[config.mk]
export PLATFORM = sky130hd
export DESIGN_NAME = script_lexer_unit
export DESIGN_NICKNAME = d
export VERILOG_FILES = /design/src/rtl/slx_pkg.sv /design/src/rtl/slx_front.sv /design/src/rtl/slx_queue.sv /design/src/rtl/slx_back.sv /design/src/rtl/script_lexer_unit.sv
export SDC_FILE = /design/constraint.sdc
export NUM_CORES = 1
export LEC_CHECK = 0
export ABC_CLOCK_PERIOD_IN_PS = 6700
export BUFFER_PORTS_ARGS = -buffer_cell sky130_fd_sc_hd__buf_2
export CAP_MARGIN = 0
export CORE_AREA = 2 2 235 237
export DETAILED_ROUTE_END_ITERATION = 16
export DIE_AREA = 0 0 237 239
export PLACE_DENSITY_LB_ADDON = 0.2
export SLEW_MARGIN = 0
export SYNTH_ARGS = -nofsm -noshare
export SYNTH_HDL_FRONTEND = slang
export SYNTH_SLANG_ARGS = --single-unit
[constraint.sdc]
create_clock -name i_clk -period 6.7 [get_ports i_clk]
set_input_delay 1.675 -clock i_clk [delete_from_list [all_inputs] [get_ports i_clk]]
set_output_delay 1.675 -clock i_clk [all_outputs]
set_load 0.03 [all_outputs]
[src/rtl/slx_pkg.sv]
// slx_pkg: shared types, constants and helper functions of the script lexer
// depends on nothing; imported by every module of the lexer
package slx_pkg;

    // position counters, saturating at all ones
    localparam int POS_BITS = 16;
    typedef logic [POS_BITS-1:0] t_pos;
    localparam t_pos POS_ONE = t_pos'(1);
    localparam t_pos POS_MAX = {POS_BITS{1'b1}};

    // record queue between front and back
    localparam int QUEUE_DEPTH = 4;
    localparam int QUEUE_PTR_BITS = $clog2(QUEUE_DEPTH);

    typedef enum logic [3:0] {
        M_IDLE,
        M_COMMENT,
        M_LT,
        M_GT,
        M_IDENT,
        M_NUMBER,
        M_STRING,
        M_ESCAPE,
        M_ERROR
    } t_mode;

    typedef enum logic [1:0] {
        REC_TEXT,
        REC_DONE,
        REC_ERR
    } t_kind;

    // token codes
    localparam logic [4:0] TK_LPAREN = 5'd0;
    localparam logic [4:0] TK_RPAREN = 5'd1;
    localparam logic [4:0] TK_PLUS   = 5'd2;
    localparam logic [4:0] TK_MINUS  = 5'd3;
    localparam logic [4:0] TK_STAR   = 5'd4;
    localparam logic [4:0] TK_SLASH  = 5'd5;
    localparam logic [4:0] TK_ASSIGN = 5'd6;
    localparam logic [4:0] TK_GT     = 5'd7;
    localparam logic [4:0] TK_LT     = 5'd8;
    localparam logic [4:0] TK_LE     = 5'd9;
    localparam logic [4:0] TK_GE     = 5'd10;
    localparam logic [4:0] TK_IDENT  = 5'd11;
    localparam logic [4:0] TK_STRING = 5'd12;
    localparam logic [4:0] TK_INT    = 5'd13;
    localparam logic [4:0] TK_DOUBLE = 5'd14;
    localparam logic [4:0] TK_FLOAT  = 5'd15;
    localparam logic [4:0] TK_NONE   = 5'd0;

    // number kinds, added to TK_INT
    localparam logic [1:0] NK_INT    = 2'd0;
    localparam logic [1:0] NK_DOUBLE = 2'd1;
    localparam logic [1:0] NK_FLOAT  = 2'd2;

    // error codes
    localparam logic [1:0] ERR_NONE   = 2'd0;
    localparam logic [1:0] ERR_CHAR   = 2'd1;
    localparam logic [1:0] ERR_EOF    = 2'd2;
    localparam logic [1:0] ERR_ESCAPE = 2'd3;

    // characters
    localparam logic [7:0] CH_NUL    = 8'h00;
    localparam logic [7:0] CH_TAB    = 8'h09;
    localparam logic [7:0] CH_NL     = 8'h0A;
    localparam logic [7:0] CH_VT     = 8'h0B;
    localparam logic [7:0] CH_FF     = 8'h0C;
    localparam logic [7:0] CH_CR     = 8'h0D;
    localparam logic [7:0] CH_SPACE  = 8'h20;
    localparam logic [7:0] CH_QUOTE  = 8'h22;
    localparam logic [7:0] CH_HASH   = 8'h23;
    localparam logic [7:0] CH_LPAREN = 8'h28;
    localparam logic [7:0] CH_RPAREN = 8'h29;
    localparam logic [7:0] CH_STAR   = 8'h2A;
    localparam logic [7:0] CH_PLUS   = 8'h2B;
    localparam logic [7:0] CH_MINUS  = 8'h2D;
    localparam logic [7:0] CH_DOT    = 8'h2E;
    localparam logic [7:0] CH_SLASH  = 8'h2F;
    localparam logic [7:0] CH_LT     = 8'h3C;
    localparam logic [7:0] CH_EQ     = 8'h3D;
    localparam logic [7:0] CH_GT     = 8'h3E;
    localparam logic [7:0] CH_BSLASH = 8'h5C;
    localparam logic [7:0] CH_UNDER  = 8'h5F;
    localparam logic [7:0] CH_LOW_D  = 8'h64;
    localparam logic [7:0] CH_LOW_F  = 8'h66;
    localparam logic [7:0] CH_LOW_N  = 8'h6E;
    localparam logic [7:0] CH_LOW_T  = 8'h74;

    // keyword table; spellings right-aligned in a 16 byte field
    localparam int KW_COUNT = 12;
    localparam int KW_CHARS = 16;
    typedef logic [KW_COUNT-1:0] t_kw;
    localparam t_kw KW_ALL = {KW_COUNT{1'b1}};
    localparam logic [8*KW_CHARS-1:0] KW_SPELL [KW_COUNT] = '{
        "mod", "while", "if", "cond", "and", "or", "invokenative",
        "return", "setvalue", "statics", "locals", "fn"};
    localparam logic [3:0] KW_LEN [KW_COUNT] = '{
        4'd3, 4'd5, 4'd2, 4'd4, 4'd3, 4'd2, 4'd12, 4'd6, 4'd8, 4'd7, 4'd6, 4'd2};
    localparam logic [4:0] KW_CODE [KW_COUNT] = '{
        5'd16, 5'd17, 5'd16, 5'd18, 5'd19, 5'd20, 5'd21, 5'd22, 5'd23, 5'd24,
        5'd25, 5'd26};

    typedef struct packed {
        logic [7:0] char_in;
        logic       end_of_input;
    } t_in_item;

    typedef struct packed {
        t_kind      rec_kind;
        logic [4:0] token_code;
        logic [7:0] text_char;
        t_pos       pos_line;
        t_pos       pos_column;
        logic [1:0] error_code;
        logic       last_of_run;
    } t_out_rec;

    // one queue entry: all records caused by one input beat
    typedef struct packed {
        t_out_rec rec0;
        t_out_rec rec1;
        logic     two;
    } t_entry;

    function automatic logic is_alpha(input logic [7:0] c);
        return (c == CH_UNDER) || (c >= 8'h61 && c <= 8'h7A) ||
               (c >= 8'h41 && c <= 8'h5A);
    endfunction

    function automatic logic is_digit(input logic [7:0] c);
        return c >= 8'h30 && c <= 8'h39;
    endfunction

    function automatic logic is_space(input logic [7:0] c);
        return (c == CH_SPACE) || (c == CH_TAB) || (c == CH_NL) ||
               (c == CH_VT) || (c == CH_FF) || (c == CH_CR);
    endfunction

    function automatic t_out_rec mk_rec(input t_kind kind, input logic [4:0] code,
                                        input logic [7:0] ch, input t_pos line,
                                        input t_pos col, input logic [1:0] err);
        t_out_rec r;
        r.rec_kind    = kind;
        r.token_code  = code;
        r.text_char   = ch;
        r.pos_line    = line;
        r.pos_column  = col;
        r.error_code  = err;
        r.last_of_run = 1'b0;
        return r;
    endfunction

    // drop keywords whose spelling does not have c at position len
    function automatic t_kw kw_step(input t_kw m, input logic [3:0] len,
                                    input logic [7:0] c);
        t_kw        r;
        logic [3:0] idx;
        r = m;
        for (int k = 0; k < KW_COUNT; k++) begin
            idx = KW_LEN[k] - 4'd1 - len;
            if (len >= KW_LEN[k] || KW_SPELL[k][{idx, 3'b000} +: 8] != c) begin
                r[k] = 1'b0;
            end
        end
        return r;
    endfunction

    function automatic logic [4:0] ident_code(input t_kw m, input logic [3:0] len);
        logic [4:0] code;
        code = TK_IDENT;
        for (int k = 0; k < KW_COUNT; k++) begin
            if (m[k] && KW_LEN[k] == len) begin
                code = KW_CODE[k];
            end
        end
        return code;
    endfunction

endpackage

[src/rtl/slx_front.sv]
// slx_front: accepts source characters, runs the lexing mode machine and
// pushes the records of each beat as one queue entry; uses slx_pkg
module slx_front
    import slx_pkg::*;
(
    input  logic     i_clk,
    input  logic     i_rst_n,
    input  logic     i_valid,
    input  t_in_item i_item,
    input  logic     i_full,
    output logic     o_stall,
    output logic     o_push,
    output t_entry   o_entry
);

    t_mode      r_mode, n_mode;
    t_pos       r_line, n_line, r_col, n_col;
    t_pos       r_sline, n_sline, r_scol, n_scol;
    t_kw        r_kw, n_kw;
    logic [3:0] r_len, n_len;
    logic       r_dot, n_dot;
    logic [1:0] r_nk, n_nk;

    logic       accept;
    logic [7:0] c;
    logic       eoi;
    logic       restart;
    logic       esc_ok;
    logic [7:0] esc_char;
    logic       a_vld, b_vld;
    t_out_rec   rec_a, rec_b;
    t_out_rec   fin_rec;
    logic       fin_vld;

    assign accept  = i_valid && !i_full;
    assign o_stall = i_full;
    assign c       = i_item.char_in;
    assign eoi     = i_item.end_of_input;

    always_comb begin
        esc_ok   = 1'b1;
        esc_char = c;
        unique case (c)
            CH_LOW_N: esc_char = CH_NL;
            CH_LOW_T: esc_char = CH_TAB;
            CH_BSLASH, CH_QUOTE: esc_char = c;
            default: begin
                esc_ok   = 1'b0;
                esc_char = c;
            end
        endcase
    end

    // character is handled as if the lexer were idle
    always_comb begin
        restart = 1'b0;
        if (!eoi) begin
            unique case (r_mode)
                M_LT, M_GT: restart = (c != CH_EQ);
                M_IDENT:    restart = !(is_alpha(c) || is_digit(c));
                M_NUMBER:   restart = !(is_digit(c) || (c == CH_DOT && !r_dot) ||
                                        c == CH_LOW_F || c == CH_LOW_D);
                M_IDLE:     restart = 1'b1;
                default:    restart = 1'b0;
            endcase
        end
    end

    // pending token completion
    always_comb begin
        fin_vld = 1'b1;
        unique case (r_mode)
            M_IDENT:  fin_rec = mk_rec(REC_DONE, ident_code(r_kw, r_len), CH_NUL,
                                       r_sline, r_scol, ERR_NONE);
            M_NUMBER: fin_rec = mk_rec(REC_DONE, TK_INT + {3'b000, r_nk}, CH_NUL,
                                       r_sline, r_scol, ERR_NONE);
            M_LT:     fin_rec = mk_rec(REC_DONE, TK_LT, CH_NUL, r_sline, r_scol,
                                       ERR_NONE);
            M_GT:     fin_rec = mk_rec(REC_DONE, TK_GT, CH_NUL, r_sline, r_scol,
                                       ERR_NONE);
            default: begin
                fin_vld = 1'b0;
                fin_rec = mk_rec(REC_DONE, TK_NONE, CH_NUL, r_sline, r_scol, ERR_NONE);
            end
        endcase
    end

    // next state
    always_comb begin
        n_mode  = r_mode;
        n_line  = r_line;
        n_col   = r_col;
        n_sline = r_sline;
        n_scol  = r_scol;
        n_kw    = r_kw;
        n_len   = r_len;
        n_dot   = r_dot;
        n_nk    = r_nk;
        if (eoi) begin
            n_mode  = M_IDLE;
            n_line  = POS_ONE;
            n_col   = POS_ONE;
            n_sline = POS_ONE;
            n_scol  = POS_ONE;
            n_kw    = KW_ALL;
            n_len   = 4'd0;
            n_dot   = 1'b0;
            n_nk    = NK_INT;
        end else begin
            unique case (r_mode)
                M_COMMENT: if (c == CH_NL) n_mode = M_IDLE;
                M_LT, M_GT: if (c == CH_EQ) n_mode = M_IDLE;
                M_IDENT: begin
                    if (!restart) begin
                        n_kw  = kw_step(r_kw, r_len, c);
                        n_len = (r_len == 4'hF) ? r_len : r_len + 4'd1;
                    end
                end
                M_NUMBER: begin
                    if (c == CH_DOT && !r_dot) begin
                        n_dot = 1'b1;
                        n_nk  = NK_DOUBLE;
                    end else if (c == CH_LOW_F) begin
                        n_nk = NK_FLOAT;
                    end else if (c == CH_LOW_D) begin
                        n_nk = NK_DOUBLE;
                    end
                end
                M_STRING: begin
                    if (c == CH_QUOTE) n_mode = M_IDLE;
                    else if (c == CH_BSLASH) n_mode = M_ESCAPE;
                end
                M_ESCAPE: n_mode = esc_ok ? M_STRING : M_ERROR;
                default: ;
            endcase
            if (restart) begin
                n_sline = r_line;
                n_scol  = r_col;
                if (c == CH_HASH) n_mode = M_COMMENT;
                else if (c == CH_LT) n_mode = M_LT;
                else if (c == CH_GT) n_mode = M_GT;
                else if (c == CH_QUOTE) n_mode = M_STRING;
                else if (is_alpha(c)) begin
                    n_mode = M_IDENT;
                    n_kw   = kw_step(KW_ALL, 4'd0, c);
                    n_len  = 4'd1;
                end else if (is_digit(c)) begin
                    n_mode = M_NUMBER;
                    n_dot  = 1'b0;
                    n_nk   = NK_INT;
                end else if (is_space(c) || c == CH_LPAREN || c == CH_RPAREN ||
                             c == CH_PLUS || c == CH_MINUS || c == CH_STAR ||
                             c == CH_SLASH || c == CH_EQ) begin
                    n_mode = M_IDLE;
                end else begin
                    n_mode = M_ERROR;
                end
            end
            if (c == CH_NL) begin
                if (r_line != POS_MAX) n_line = r_line + POS_ONE;
                n_col = POS_ONE;
            end else if (r_col != POS_MAX) begin
                n_col = r_col + POS_ONE;
            end
        end
    end

    // records of this beat: a from the current mode, b from a restart
    always_comb begin
        a_vld = 1'b0;
        rec_a = fin_rec;
        if (eoi) begin
            if (r_mode == M_STRING || r_mode == M_ESCAPE) begin
                a_vld = 1'b1;
                rec_a = mk_rec(REC_ERR, TK_NONE, CH_NUL, r_sline, r_scol, ERR_EOF);
            end else begin
                a_vld = fin_vld;
            end
        end else begin
            unique case (r_mode)
                M_LT, M_GT: begin
                    a_vld = 1'b1;
                    if (c == CH_EQ) begin
                        rec_a = mk_rec(REC_DONE, (r_mode == M_LT) ? TK_LE : TK_GE,
                                       CH_NUL, r_sline, r_scol, ERR_NONE);
                    end
                end
                M_IDENT: begin
                    a_vld = 1'b1;
                    if (!restart) begin
                        rec_a = mk_rec(REC_TEXT, TK_IDENT, c, r_sline, r_scol, ERR_NONE);
                    end
                end
                M_NUMBER: begin
                    if (restart) begin
                        a_vld = 1'b1;
                    end else if (is_digit(c)) begin
                        a_vld = 1'b1;
                        rec_a = mk_rec(REC_TEXT, TK_INT + {3'b000, r_nk}, c,
                                       r_sline, r_scol, ERR_NONE);
                    end else if (c == CH_DOT) begin
                        a_vld = 1'b1;
                        rec_a = mk_rec(REC_TEXT, TK_DOUBLE, c, r_sline, r_scol,
                                       ERR_NONE);
                    end
                end
                M_STRING: begin
                    if (c == CH_QUOTE) begin
                        a_vld = 1'b1;
                        rec_a = mk_rec(REC_DONE, TK_STRING, CH_NUL, r_sline, r_scol,
                                       ERR_NONE);
                    end else if (c != CH_BSLASH) begin
                        a_vld = 1'b1;
                        rec_a = mk_rec(REC_TEXT, TK_STRING, c, r_sline, r_scol,
                                       ERR_NONE);
                    end
                end
                M_ESCAPE: begin
                    a_vld = 1'b1;
                    if (esc_ok) begin
                        rec_a = mk_rec(REC_TEXT, TK_STRING, esc_char, r_sline, r_scol,
                                       ERR_NONE);
                    end else begin
                        rec_a = mk_rec(REC_ERR, TK_NONE, c, r_line, r_col, ERR_ESCAPE);
                    end
                end
                default: a_vld = 1'b0;
            endcase
        end

        b_vld = 1'b1;
        rec_b = mk_rec(REC_DONE, TK_NONE, CH_NUL, r_line, r_col, ERR_NONE);
        unique case (c)
            CH_LPAREN: rec_b.token_code = TK_LPAREN;
            CH_RPAREN: rec_b.token_code = TK_RPAREN;
            CH_PLUS:   rec_b.token_code = TK_PLUS;
            CH_MINUS:  rec_b.token_code = TK_MINUS;
            CH_STAR:   rec_b.token_code = TK_STAR;
            CH_SLASH:  rec_b.token_code = TK_SLASH;
            CH_EQ:     rec_b.token_code = TK_ASSIGN;
            CH_HASH, CH_LT, CH_GT, CH_QUOTE: b_vld = 1'b0;
            default: begin
                if (is_space(c)) begin
                    b_vld = 1'b0;
                end else if (is_alpha(c)) begin
                    rec_b = mk_rec(REC_TEXT, TK_IDENT, c, r_line, r_col, ERR_NONE);
                end else if (is_digit(c)) begin
                    rec_b = mk_rec(REC_TEXT, TK_INT, c, r_line, r_col, ERR_NONE);
                end else begin
                    rec_b = mk_rec(REC_ERR, TK_NONE, c, r_line, r_col, ERR_CHAR);
                end
            end
        endcase
        if (!restart) b_vld = 1'b0;
    end

    // pack the beat's records, last one flagged
    always_comb begin
        o_entry.two  = a_vld && b_vld;
        o_entry.rec0 = a_vld ? rec_a : rec_b;
        o_entry.rec1 = rec_b;
        o_entry.rec0.last_of_run = !(a_vld && b_vld);
        o_entry.rec1.last_of_run = 1'b1;
        o_push = accept && (a_vld || b_vld);
    end

    always_ff @(posedge i_clk) begin
        if (!i_rst_n) begin
            r_mode  <= M_IDLE;
            r_line  <= POS_ONE;
            r_col   <= POS_ONE;
            r_sline <= POS_ONE;
            r_scol  <= POS_ONE;
            r_kw    <= KW_ALL;
            r_len   <= 4'd0;
            r_dot   <= 1'b0;
            r_nk    <= NK_INT;
        end else if (accept) begin
            r_mode  <= n_mode;
            r_line  <= n_line;
            r_col   <= n_col;
            r_sline <= n_sline;
            r_scol  <= n_scol;
            r_kw    <= n_kw;
            r_len   <= n_len;
            r_dot   <= n_dot;
            r_nk    <= n_nk;
        end
    end

endmodule

[src/rtl/slx_queue.sv]
// slx_queue: short first-in first-out queue of record entries between
// the front and the back of the lexer; uses slx_pkg
module slx_queue
    import slx_pkg::*;
(
    input  logic   i_clk,
    input  logic   i_rst_n,
    input  logic   i_push,
    input  t_entry i_entry,
    input  logic   i_pop,
    output t_entry o_entry,
    output logic   o_full,
    output logic   o_empty
);

    t_entry                    r_mem [QUEUE_DEPTH];
    logic [QUEUE_PTR_BITS-1:0] r_wr, n_wr, r_rd, n_rd;
    logic [QUEUE_PTR_BITS:0]   r_cnt, n_cnt;
    logic                      do_pop;

    localparam logic [QUEUE_PTR_BITS:0] CNT_FULL = (QUEUE_PTR_BITS+1)'(QUEUE_DEPTH);
    localparam logic [QUEUE_PTR_BITS-1:0] PTR_LAST = QUEUE_PTR_BITS'(QUEUE_DEPTH - 1);

    assign o_full  = (r_cnt == CNT_FULL);
    assign o_empty = (r_cnt == '0);
    assign o_entry = r_mem[r_rd];
    assign do_pop  = i_pop && !o_empty;

    always_comb begin
        n_wr  = r_wr;
        n_rd  = r_rd;
        n_cnt = r_cnt;
        if (i_push) n_wr = (r_wr == PTR_LAST) ? '0 : r_wr + 1'b1;
        if (do_pop) n_rd = (r_rd == PTR_LAST) ? '0 : r_rd + 1'b1;
        if (i_push && !do_pop) n_cnt = r_cnt + 1'b1;
        else if (!i_push && do_pop) n_cnt = r_cnt - 1'b1;
    end

    always_ff @(posedge i_clk) begin
        if (!i_rst_n) begin
            r_wr  <= '0;
            r_rd  <= '0;
            r_cnt <= '0;
        end else begin
            r_wr  <= n_wr;
            r_rd  <= n_rd;
            r_cnt <= n_cnt;
        end
    end

    always_ff @(posedge i_clk) begin
        if (i_push) r_mem[r_wr] <= i_entry;
    end

endmodule

[src/rtl/slx_back.sv]
// slx_back: takes queue entries apart into single records and holds them
// in the output register until the receiver takes the beat; uses slx_pkg
module slx_back
    import slx_pkg::*;
(
    input  logic     i_clk,
    input  logic     i_rst_n,
    input  logic     i_empty,
    input  t_entry   i_entry,
    output logic     o_pop,
    output logic     o_valid,
    output t_out_rec o_rec,
    input  logic     i_stall
);

    logic     r_valid;
    t_out_rec r_rec;
    logic     r_sel, n_sel;
    logic     load;

    assign load    = !r_valid || !i_stall;
    assign o_pop   = load && !i_empty && (r_sel || !i_entry.two);
    assign o_valid = r_valid;
    assign o_rec   = r_rec;

    always_comb begin
        n_sel = r_sel;
        if (load && !i_empty) n_sel = !o_pop;
    end

    always_ff @(posedge i_clk) begin
        if (!i_rst_n) begin
            r_valid <= 1'b0;
            r_sel   <= 1'b0;
        end else begin
            r_sel <= n_sel;
            if (load) r_valid <= !i_empty;
        end
    end

    always_ff @(posedge i_clk) begin
        if (load && !i_empty) r_rec <= r_sel ? i_entry.rec1 : i_entry.rec0;
    end

endmodule

[src/rtl/script_lexer_unit.sv]
// script_lexer_unit: top level of the streaming script lexer
// depends on slx_pkg, slx_front, slx_queue and slx_back
//
// input channel: one source character beat (i_item) per i_valid with o_stall
//   low; end_of_input finishes the pending token and restarts positions
// output channel: one record beat (o_rec) per o_valid with i_stall low; a
//   character gives zero, one or two records, last_of_run marks the final one
// path: the edge that takes a character writes its records into the queue;
//   the output register takes them from the queue head as it becomes free
// throughput: one character per cycle while i_stall is low and each gives at
//   most one record; a character that gives two records sends them in turn
// the output register and a four entry queue part the channels, so new
//   characters are taken while a finished record waits for the receiver
// receiver stall: the output register holds its beat; once the queue fills,
//   o_stall rises and the front holds the lexing state
// reset (synchronous, active low): lexer idle, line and column at 1, queue
//   empty, no output beat pending
module script_lexer_unit
    import slx_pkg::*;
(
    input  logic     i_clk,
    input  logic     i_rst_n,
    input  logic     i_valid,
    output logic     o_stall,
    input  t_in_item i_item,
    output logic     o_valid,
    input  logic     i_stall,
    output t_out_rec o_rec
);

    // queue hookup
    logic   push;
    t_entry push_entry;
    logic   pop;
    t_entry head_entry;
    logic   q_full;
    logic   q_empty;

    // front: mode machine, keyword match and position counters
    slx_front u_front (
        .i_clk   (i_clk),
        .i_rst_n (i_rst_n),
        .i_valid (i_valid),
        .i_item  (i_item),
        .i_full  (q_full),
        .o_stall (o_stall),
        .o_push  (push),
        .o_entry (push_entry)
    );

    // entries hold all records of one character beat
    slx_queue u_queue (
        .i_clk   (i_clk),
        .i_rst_n (i_rst_n),
        .i_push  (push),
        .i_entry (push_entry),
        .i_pop   (pop),
        .o_entry (head_entry),
        .o_full  (q_full),
        .o_empty (q_empty)
    );

    // back: serializes entries into the output register
    slx_back u_back (
        .i_clk   (i_clk),
        .i_rst_n (i_rst_n),
        .i_empty (q_empty),
        .i_entry (head_entry),
        .o_pop   (pop),
        .o_valid (o_valid),
        .o_rec   (o_rec),
        .i_stall (i_stall)
    );

endmodule

Word-level counts from Yosys, hierarchy flattened:

Memory sizes are Yosys's and may differ from the RTL's. A register that Yosys moved wholly into a read port is not among the register bits.
Index checks and enable logic that the tools add are counted.

* add/sub/neg operators: 16
* $lt $le $gt $ge: 14
* eq/ne operators: 72
* shift operators: 12
* multiplexer cells: 145
* reduce and logical (&&, ||, !) cells: 90

Operator list (count)
* indexed part select 128 x 8 -> 8 bit (first input constant): 12
* two-way mux 50 bit: 11
* one-hot mux 50 bit (5 select lines): 1
* one-hot mux 48 bit (4 select lines): 1
* two-way mux 16 bit: 10
* two-way mux 49 bit: 3
* two-way mux 12 bit: 9
* == test 8 x 6 -> 1 bit (second input constant): 13
* two-way mux 4 bit: 24
* != test 8 bit: 12
* != test 7 x 8 -> 1 bit (first input constant): 10
* two-way mux 5 bit: 12
* == test 8 x 7 -> 1 bit (second input constant): 6
* two-way mux 48 bit: 1
* two-way mux 1 bit: 46
* two-way mux 43 bit: 1
* == test 8 x 4 -> 1 bit (second input constant): 5
* two-way mux 2 bit: 18
* one-hot mux 5 bit (7 select lines): 1
* logical OR 1 bit: 34
* adder 16 x 1 -> 16 bit (second input constant): 2
* != test 16 bit (second input constant): 2
* logical AND 1 bit: 24
* == test 3 x 4 -> 1 bit (first input constant): 4
* 48 further kinds: 87

* register bits after elaboration: 146
* memory bits (writable): 400
* input bits: 13
* output and inout bits: 52
* logic and storage cells: 371
* memories kept: 1

Memories
* u_queue.r_mem: words 4, width 100, read ports 1, clocked after memory_dff 1, wr ports 1, RTL line slx_queue.sv:16 `t_entry r_mem [QUEUE_DEPTH];`

Depth between registers and ports, before layout:

* word-level depth: 22
* gate-level depth with buffers: 14
* depth with buffers taken out: 12

Hierarchy:

A second synthesis with hierarchy kept.

* cell total of the unflattened synthesis: 1753
* area total of the unflattened synthesis: 25564.5 um^2

By module, submodules not included
* slx_queue: instances 1, cells each 573, area an instance 15034.4 um^2, seq. area each 12311.8 um^2
* slx_front: instances 1, cells each 1064, area an instance 8132.8 um^2, seq. area each 1741.7 um^2
* slx_back: instances 1, cells each 116, area an instance 2397.3 um^2, seq. area each 1541.5 um^2

Worst setup path before layout:

Ideal clock, no wire load.

* kind: input-to-reg
* start: in i_item[2] (netlist bit)
* end: mem u_queue.r_mem[3][0] (netlist bit) (enable)
* library setup time: 0.467 ns
* arrival time: 5.888 ns
* required time: 6.233 ns
* slack: 0.346 ns
* cell stages on the path: 8
* buffers on the path: 1
* cell sequence: clkbuf_1 > or2_2 > o311a_1 > a211o_1 > a21o_2 > or2_1 > a21oi_2 > and2_1

* longest elaborated chain between the ends: 15
* elaborated cells between the ends (all ways): 64
* classes of those cells: order compare (6); eq/ne (23); mux (14); reduce/logical (21)

RTL lines
* from (decl): RTL line script_lexer_unit.sv:25 `input t_in_item i_item,`
* greater-or-equal comparator 8 x 6 -> 1 bit (tied with other cells): RTL line slx_pkg.sv:132 `return c >= 8'h30 && c <= 8'h39;`
* logical AND 1 bit, on equally long branches: RTL line slx_pkg.sv:132, slx_pkg.sv:127, slx_front.sv:61
* logical OR 1 bit, on equally long branches (2 in a row): RTL line slx_front.sv:61, slx_pkg.sv:127
* logical OR 1 bit, on equally long branches: RTL line slx_front.sv:62, slx_front.sv:60
* logical NOT 1 bit, on equally long branches: RTL line slx_front.sv:61, slx_front.sv:60
* one-hot mux 1 bit (4 select lines): RTL line slx_front.sv:58 `unique case (r_mode)`
* two-way mux 1 bit: RTL line slx_front.sv:57 `if (!eoi) begin`
* two-way mux 1 bit: RTL line slx_front.sv:195 `if (restart) begin`
* one-hot mux 1 bit (3 select lines): RTL line slx_front.sv:180 `unique case (r_mode)`
* two-way mux 1 bit: RTL line slx_front.sv:172 `if (eoi) begin`
* logical OR 1 bit (*): RTL line slx_front.sv:264 `o_push = accept && (a_vld || b_vld);`
* logical AND 1 bit (*): RTL line slx_front.sv:264
* via push: RTL line script_lexer_unit.sv:32 `logic push;`
* two-way mux 1 bit (*): RTL line slx_queue.sv:52 `if (i_push) r_mem[r_wr] <= i_entry;`
* two-way mux 1 bit (implied by the code) (*): RTL line slx_queue.sv:52
* to (decl): RTL line slx_queue.sv:16

The timed path passes the listed nets; every way through them passes the cells marked *.

Worst setup path after layout:

* start: in i_item[2] (netlist bit)
* end: reg u_queue.r_cnt[2]

* longest elaborated chain between the ends: 16
* elaborated cells between the ends (all ways): 67
* classes of those cells: order compare (6); eq/ne (23); mux (13); reduce/logical (25)

RTL lines
* greater-or-equal comparator 8 x 6 -> 1 bit (tied with other cells): RTL line slx_pkg.sv:132
* logical AND 1 bit, on equally long branches: RTL line slx_pkg.sv:132, slx_pkg.sv:127, slx_front.sv:61
* logical OR 1 bit, on equally long branches (2 in a row): RTL line slx_front.sv:61, slx_pkg.sv:127
* logical OR 1 bit, on equally long branches: RTL line slx_front.sv:62, slx_front.sv:60
* logical NOT 1 bit, on equally long branches: RTL line slx_front.sv:61, slx_front.sv:60
* one-hot mux 1 bit (4 select lines): RTL line slx_front.sv:58
* two-way mux 1 bit: RTL line slx_front.sv:57
* two-way mux 1 bit: RTL line slx_front.sv:195
* one-hot mux 1 bit (3 select lines): RTL line slx_front.sv:180
* two-way mux 1 bit: RTL line slx_front.sv:172
* logical OR 1 bit (*): RTL line slx_front.sv:264
* logical AND 1 bit (*): RTL line slx_front.sv:264
* via push: RTL line script_lexer_unit.sv:32
* logical NOT 1 bit: RTL line slx_queue.sv:36 `else if (!i_push && do_pop) n_cnt = r_cnt - 1'b1;`
* logical AND 1 bit: RTL line slx_queue.sv:36
* nonzero test 2 bit (no source line)
* to (signal assigned): RTL line slx_queue.sv:47 `r_cnt <= n_cnt;`
* to (decl): RTL line slx_queue.sv:18 `logic [QUEUE_PTR_BITS:0] r_cnt, n_cnt;`

Marks and branches as above.
A chain may end at the register's enable or synchronous reset.

==> reports/qor.csv <==
stage;metric;value;unit
timing;setup_viol;0;
worst_hold_path;holdPathStages;1;
placed_design;portBuffers;64;
yosys;synthCells;1784;
final_layout;drive_gt1_share;19.6;%
job;cap_violations;0;
yosys;synthTopCellsByArea;edfxtp_1 54%, mux4_2 9.0%, dfxtp_1 8.1%, nand2_1 3.4%, nor2_1 2.0%;
floorplanning;fp.coreArea;54300;um^2
critical_path;timing.rr.start;u_front.r_mode[2];
critical_path;cp-start-kind;input pin;
critical_path;reg2reg_to;u_queue.r_cnt[2];
placed_design;dp.cells;2483;
routing;via_count;15200;
routing;ant_nets;0;
routing;wirelength;60400;um
cts;post_cts_resized;0;
yosys;synth_nets;1830;
yosys;synth-seq-cells;536;
floorplanning;row_count;86;
critical_path;cp_top_family;compound AO/OA/AOI/OAI gates;
pwr;p_per_area;350;nW/um^2
timing;hold_viol;0;
timing;fin_crit_sh;75.4;%
yosys;ys.flop_type;edfxtp_1;
cts;cts_tree;done;
cts;cts_buffer_depth;3;
routing;drt-wirelength-per-cell;23.3;um
floorplanning;die_h;239;um
pwr;total_leakage_power;0.00926;uW
run_status;status;completed;
timing;tns;0;ns
critical_path;regToRegSetupSlack;2.23;ns
final_layout;regArea;15100;um^2
grt;met3_usage;2.39;%
routing;via_per_inst;5.87;
final_layout;fillers;4673;
cts;cts.sinks;536;
placed_design;place_area;25300;um^2
grt;grt_antenna_before_repair;0;
floorplanning;dieArea;56600;um^2
critical_path;critPathSlowestCell;or2_2;
final_layout;areaGrowthSynthToFinish;12.6;%
timing;fin_skew;0.0162;ns
final_layout;final_cells;2587;
routing;drt_iter0_markers;1092;
cts;numCtsBuffers;55;
critical_path;required;7.21;ns
yosys;synth_area;24200;um^2
timing;max_slew_margin;26.5;%
cts;hold_buffers;0;
grt;grt.overflow.total;0;
final_layout;final_nets;1882;
timing;rsz0062_at_grt;false;
cts;clockRootBuffer;clkbuf_16;
grt;busiest_layer;met2;
floorplanning;io_pins;65;
grt;first_global_vias;15200;
yosys;ys_async_sr_fraction;0;%
final_layout;design_area;27200;um^2
final_layout;final_common_cell;edfxtp_1;
critical_path;critPathKind;input pin to register;
worst_hold_path;hold_end;u_front.r_kw[6];
pwr;peakVddDrop;0.202;mV
final_layout;layout_common_cells;438 x edfxtp_1, 218 x nand2_1, 129 x nor2_1;
routing;drt_first_pass_iters;7;
grt;grtUsageMet1;28.7;%
worst_hold_path;min_from;u_front.r_kw[6];
critical_path;end_kind;register;
final_layout;multiInputGateArea;8520;um^2
yosys;synth_edf_count;438;
worst_hold_path;hold_class;register to register;
routing;drcViolationCount;0;
cts;htree_levels;2;
critical_path;crit_fanout;37;
timing;worst_pin_slew;1.10;ns
yosys;yosysWarnings;0;
yosys;ys_seq_area_share;62.5;%
critical_path;worstPathArrival;5.56;ns
floorplanning;die_w;237;um
yosys;netlist.area_leader.share;54.4;%
critical_path;path_cells;buf_2 > or2_2 > o311a_1 > a211o_1 > a21o_2 > or2_1 > a21oi_2 > ha_1 > inv_1 > fa_1 > xor2_1 > or3_1 > a21oi_1;
critical_path;worst-r2r-cell-count;12;
floorplanning;start_util;44.5;%
cts;insertion_delay;0.60;ns
yosys;avgSynthCellArea;13.5;um^2
critical_path;path_buf_inv;2;
placed_design;dp_hpwl;37800;um
placed_design;place.gp.congestion;0.941;
yosys;synth_top_area_cell;edfxtp_1;
grt;gr-usage-met2;36.4;%
timing;fmax;198;MHz
grt;grt_use_total;21.5;%
yosys;synth_cell_types;88;
critical_path;max_stage_delay;0.46;ns
grt;grt_pass1_wl;92500;um
timing;finalCriticalPeriod;5.05;ns
cts;post-cts-setup-buffers;0;
grt;grt_start_max_net_pins;70;
cts;clk_pin_slew;0.06;ns
timing;slew_violations;0;
==> flip-flops by register name, summed over array words and instances (netlist names), named ones only <==
signal and cells:
u_front.r_line 16, u_front.r_dot 1, u_front.r_scol 16, u_queue.r_mem 388, u_front.r_nk 2, u_queue.r_wr 2, u_queue.r_cnt 3, u_front.r_len 4
u_back.o_valid 1, u_back.r_sel 1, u_front.r_col 16, u_front.r_sline 16, u_queue.r_rd 2, u_front.r_kw 12, u_front.r_mode 4, u_back.o_rec 50
==> kinds of logic (layout without fill, tap and decap cells) <==
kind of cell    Yosys count  count (layout)  synth area share, %
compound gates          278             278                 7.82
xor+xnor                 58              58                 2.10
fa+ha+maj                33              33                 1.74
buf+inv                 140             238                 2.33
flops                   536             536                 62.5
mux                     144             144                 11.6
other cells               0               1                    0
simple gates            595             595                 11.8
==> stage by stage <==
stage / util (%) / hold WS (ns) / worst slack [ns] / power (uW)
2_1_floorplan: - / 0.445 / 0.346 / 5800
3_3_place_gp: 46.6 / 0.471 / 1.11 / 6470
3_5_place_dp: 46.6 / 0.466 / 1.08 / 6490
4_1_cts: 50.1 / 0.486 / 1.70 / 9650
5_1_grt: 50.1 / 0.518 / 1.42 / 9950
6_report: 50.1 / 0.491 / 1.65 / 9530
==> worst register-to-register path, cell delays in order, from the launching register on <==
cell      delay (ns)
dfxtp_1         0.65
nor3b_1         0.59
nand2b_1        0.41
a211o_1         0.38
a21o_2          0.36
or2_1           0.29
a21oi_2         0.35
ha_1            0.25
inv_1           0.07
fa_1            0.44
xor2_1          0.16
or3_1           0.30
a21oi_1         0.15
==> power by group <==
| part | switching (uW) | internal, uW |
|---|---|---|
| Sequential | 152 | 4050 |
| Clock | 1280 | 1880 |
| Combinational | 1420 | 747 |
==> layout make-up <==
type                       instances  share of cell area [%]
antenna                            1                 0.00919
clock buffer                      72                    5.74
clock inverter                    31                    1.20
inverter                          33                   0.455
multi-input combinational       1108                    31.3
sequential                       536                    55.6
tap                              704                    3.24
timing repair buffer             102                    2.50
==> synthesized netlist by cell type (6+ instances only) <==
| cell | instances |
|---|---|
| nor4_1 | 16 |
| mux2_4 | 30 |
| nand3_1 | 44 |
| o21ai_0 | 47 |
| o22ai_1 | 9 |
| nor3_1 | 40 |
| mux4_2 | 97 |
| buf_1 | 19 |
| and2_1 | 18 |
| xor2_1 | 18 |
| mux2_2 | 7 |
| dfxtp_1 | 98 |
| mux2i_1 | 10 |
| nor2b_1 | 15 |
| or2_2 | 12 |
| clkbuf_1 | 75 |
| or3_1 | 12 |
| xnor2_1 | 40 |
| a211oi_1 | 14 |
| a31oi_1 | 19 |
| inv_1 | 29 |
| ha_1 | 32 |
| o211ai_1 | 9 |
| a21oi_1 | 62 |
| edfxtp_1 | 438 |
| nand4_1 | 17 |
| buf_2 | 8 |
| a22oi_1 | 31 |
| nand2b_1 | 21 |
| nor2_1 | 129 |
| and3_1 | 13 |
| nand2_1 | 218 |
| o31ai_1 | 6 |
==> metal layers <==
metal	wire length, um	part of all wire (%)
met5	0	0
met4	1860	3.1
met3	2660	4.4
met2	29800	49
met1	26100	43
==> how the worst max path moves through the flow <==
stage,startpoint,cells after the start,end
after floorplan,i_item[2],8,u_queue.r_mem[3][0]
after CTS,i_item[2],13,u_queue.r_cnt[2]
after detailed placement,i_item[2],13,u_queue.r_cnt[2]
after global routing,i_item[2],13,u_queue.r_cnt[2]
after global placement,i_item[2],13,u_queue.r_cnt[2]
final,i_item[2],13,u_queue.r_cnt[2]
Power figures use the tool's default switching activity.
